### src/design/dfsdag_ram.sv
// Generic single write port, single read port RAM with a registered read.
// Depends on nothing.
module dfsdag_ram #(
	parameter int WIDTH = 8,
	parameter int DEPTH = 64
) (
	input  logic                     clk,
	input  logic                     we,
	input  logic [$clog2(DEPTH)-1:0] waddr,
	input  logic [WIDTH-1:0]         wdata,
	input  logic [$clog2(DEPTH)-1:0] raddr,
	output logic [WIDTH-1:0]         rdata
);

	logic [WIDTH-1:0] mem [DEPTH];

	always_ff @(posedge clk) begin
		if (we) begin
			mem[waddr] <= wdata;
		end
		rdata <= mem[raddr];
	end

endmodule

### config.mk
export PLATFORM = sky130hd
export DESIGN_NAME = dfsdag_ram
export DESIGN_NICKNAME = d
export VERILOG_FILES = /design/src/design/dfsdag_ram.sv
export SDC_FILE = /design/constraint.sdc
export NUM_CORES = 1
export LEC_CHECK = 0
export ABC_AREA = 1
export BUFFER_PORTS_ARGS = -buffer_cell sky130_fd_sc_hd__buf_2
export CELL_PAD_IN_SITES_DETAIL_PLACEMENT = 1
export CELL_PAD_IN_SITES_GLOBAL_PLACEMENT = 1
export CORE_MARGIN = 5
export CORE_UTILIZATION = 46
export DETAILED_ROUTE_END_ITERATION = 10
export PLACE_DENSITY = 0.74
export SLEW_MARGIN = 25
export SYNTH_ARGS = -nofsm -noshare
export SYNTH_HDL_FRONTEND = slang
export SYNTH_SLANG_ARGS = --single-unit
### constraint.sdc
create_clock -name clk -period 1.9 [get_ports clk]
set_clock_uncertainty 0.2 [all_clocks]
set_input_delay 0.19 -clock clk [delete_from_list [all_inputs] [get_ports clk]]
set_output_delay 0.19 -clock clk [all_outputs]
set_load 0.02 [all_outputs]
==> Implementation_results.wiki <==
{| class="wikitable"
! Metric !! Value
|-
| Result of the run || finished, final reports clean
|-
| Number of different library cells in the post-synthesis netlist || 16
|-
| Largest buffer count on any clock path || 3
|-
| Max-cap check violation count || 0
|-
| Most common cell after layout, fill and taps aside || nand2_1
|-
| Antenna diode count || 0
|-
| Worst Path Max Fanout || 9
|-
| Dominant combinational cell family by area after synthesis || simple AND/OR/NAND/NOR gates
|-
| Number of instances on the worst hold path || 3
|-
| Critical setup path kind || in -> reg
|-
| Initial core utilization || 0.461
|-
| Vertical die dimension || 225 um
|-
| Worst setup startpoint || waddr[1]
|-
| Post-route non-filler standard cell count || 2578
|-
| Site Rows || 79
|-
| Sinks on the clock net || 520
|-
| Flop-to-flop setup slack || 0.35 ns
|-
| Final number of max-transition violations || 0
|-
| Largest incremental delay on the critical path || 0.54 ns
|-
| Relative max-transition margin || 0.562
|-
| Portion of netlist area occupied by mux cells || 0
|-
| Placeable Area || 0.0463 mm2
|-
| Total of warnings raised by yosys || 0
|-
| First-iteration detailed-routing DRC count || 1327
|-
| Cells on worst reg2reg path || 8
|-
| Insertion delay to the later sink of the worst-skew pair || 0.60 ns
|-
| Worst-path cell with the longest stage delay || dlygate4sd3_1
|-
| Compound-Gate Fraction of Synth Area || 0
|-
| Cell family with the largest share of critical-path delay || buffers and inverters
|-
| Shortest period the worst path allows || 1.80 ns
|-
| Area share of fa/ha/maj cells after synthesis || 0
|-
| Launch instance of the worst min-delay path || waddr[2]
|-
| Average wire per standard cell || 23.9 um
|-
| Max VDD drop || 795 uV
|-
| P per Cell Area || 990 mW/mm2
|-
| # IOs || 30
|-
| Reg2reg start || mem[42][5]
|-
| Class of the worst hold path || in -> reg
|-
| Clock tree from TritonCTS || done
|-
| Leakage power figure || 9.10 nW
|-
| Worst min-delay path endpoint || mem[48][5]
|-
| Inst Count DP || 2471
|-
| Post-synthesis sequential area ratio || 0.728
|-
| Synthesized area divided by synthesized cell count || 11.8 um2
|-
| Critical Path Most Common Cell || buf_4
|-
| Worst hold margin || 0.0379 ns
|-
| Utilization of the core after routing || 0.534
|-
| Synth Net Count || 1827
|-
| Synthesized-area fraction occupied by xor and xnor cells || 0
|-
| Number of global-route vias before repair || 15.5k
|-
| Resize count post-CTS || 0
|-
| Total gr overflow || 0
|-
| Total vias in the final route || 14.7k
|-
| Root buffer cell || clkbuf_16
|-
| Gp weighted congestion || 0.848
|-
| Post-placement setup slack || -0.0218 ns
|-
| Startpoint type of the worst setup path || input port
|-
| First-pass GRT wire length || 93100 um
|-
| Num CTS Buffers || 53
|-
| Reg-to-reg endpoint || rdata[5]
|-
| Pin count of the biggest net entering global routing || 65
|-
| Max Clock Freq || 557 MHz
|-
| Die ar. || 0.0508 mm2
|-
| Number of flip-flops and latches in the synthesized netlist || 520
|-
| Post-detailed-placement half-perimeter wirelength || 37600 um
|-
| Antenna Nets Post-Route || 0
|-
| Via density per instance || 5.68
|-
| Commonest cells after routing, fill and taps aside || nand2_1 (648), edfxtp_1 (512), nand3_1 (439), buf_4 (111), nor2_1 (56)
|-
| Synthesized area || 0.0213 mm2
|-
| Worst Setup Slack, final || 0.103 ns
|-
| CTS clock-pin slew for the worst setup and hold paths || 0.06 ns
|-
| Number of hold violations in the final report || 0
|-
| Antenna violations before repair || 1
|-
| Worst-margin pin slew || 0.657 ns
|-
| Number of buffer and inverter stages on the critical path || 5
|-
| Number of standard cells after synthesis || 1805
|-
| CP required || 1.99 ns
|-
| Input/output buffers || 29
|-
| Area Overhead vs Synth || 15.7%
|-
| Number of nets in the finished design || 1954
|-
| Fraction of layout instances using a drive strength above 1 || 0.125
|-
| Final period utilization || 0.946
|-
| Drt first pass iters || 5
|-
| Clock H-tree levels || 2
|-
| Final-report setup violation count || 0
|-
| Post-Synth Simple-Gate Area || 0.232
|-
| Worst path cell trace || dlygate4sd3_1, buf_2, inv_1, nand4_1, buf_4, nor2_1, buf_4
|-
| Horizontal extent of the die || 225 um
|-
| Tot GR Track Use || 0.243
|-
| Endpoint class of the critical path || register
|-
| CP Data Arrival Time || 1.89 ns
|-
| Routed wire length || 61600 um
|-
| DRC violations left || 0
|-
| Setup repair after global routing missed its margin || false
|}
-- where the power goes --
group	total (mW)	switching, mW	internal, mW	leakage [nW]
clock network	9.95	4.27	5.67	0.802
registers	12.7	0.0440	12.7	4.67
logic	1.76	1.23	0.521	3.62
total	24.4	5.55	18.9	9.10
-- Yosys cell counts (all sizes together) --
master    n  area (um2)
nand2   648        2430
edfxtp  512       15400
nand3   439        2200
buf      98         752
nor2     56         210
clkbuf   15        56.3
inv      12        50.1
nand4     9        56.3
dfxtp     8         160
nor4      8        50.1
-- metrics by stage --
step / instance area, um2 / total power [mW] / setup TNS [ns]
6_report: 24700 / 24.4 / 0
5_1_grt: 24700 / 25.3 / 0
4_1_cts: 24700 / 24.6 / 0
3_5_place_dp: 22900 / 14.7 / -0.0414
3_3_place_gp: 22900 / 14.6 / 0
2_1_floorplan: 21300 / 13.9 / -16.39
-- kinds of logic after synthesis --
logic type | Yosys count
buffers and inverters | 125
flip-flops | 520
AND/OR/NAND/NOR | 1160
-- metal layers --
metal	vias to the layer above	share of wire	global-route usage
li1	6600	-	-
met1	7442	0.40	0.314
met2	469	0.50	0.415
met3	139	0.054	0.0324
met4	2	0.043	0.101
met5	-	0.00021	0
-- registers in the layout (all words and copies together) (netlist names) --
name and count:
rdata 8, mem 512
-- final cells by class --
type / instances / area, um2
clock buffers: 70 / 1430
clock inverters: 24 / 189
fillers: 4820 / 21600
inverters: 12 / 52.6
multi-input cells: 1160 / 4950
flip-flops and latches: 520 / 15500
well taps: 607 / 759
repair buffers: 185 / 1770
-- how the worst max path moves through the flow --
| stage | endpoint | depth (start not counted) |
|---|---|---|
| final | mem[25][2] | 7 |
| after global routing | mem[25][2] | 7 |
| after CTS | mem[25][2] | 7 |
| after detailed placement | rdata[4] | 11 |
| after global placement | rdata[0] | 11 |
| after floorplan | mem[48][0] | 3 |
-- tightest hold or removal path: cells and delay by family --
kind	cells	cell delay, ns
buffers and inverters	2	0.38
AND/OR/NAND/NOR	1	0.09
-- what timing repair did --
action                                 CTS  global route
setup buffers                            0             0
hold buffers                            13             0
endpoints found under the hold margin  506             0
No activity file was read; power rests on OpenSTA's default activity.
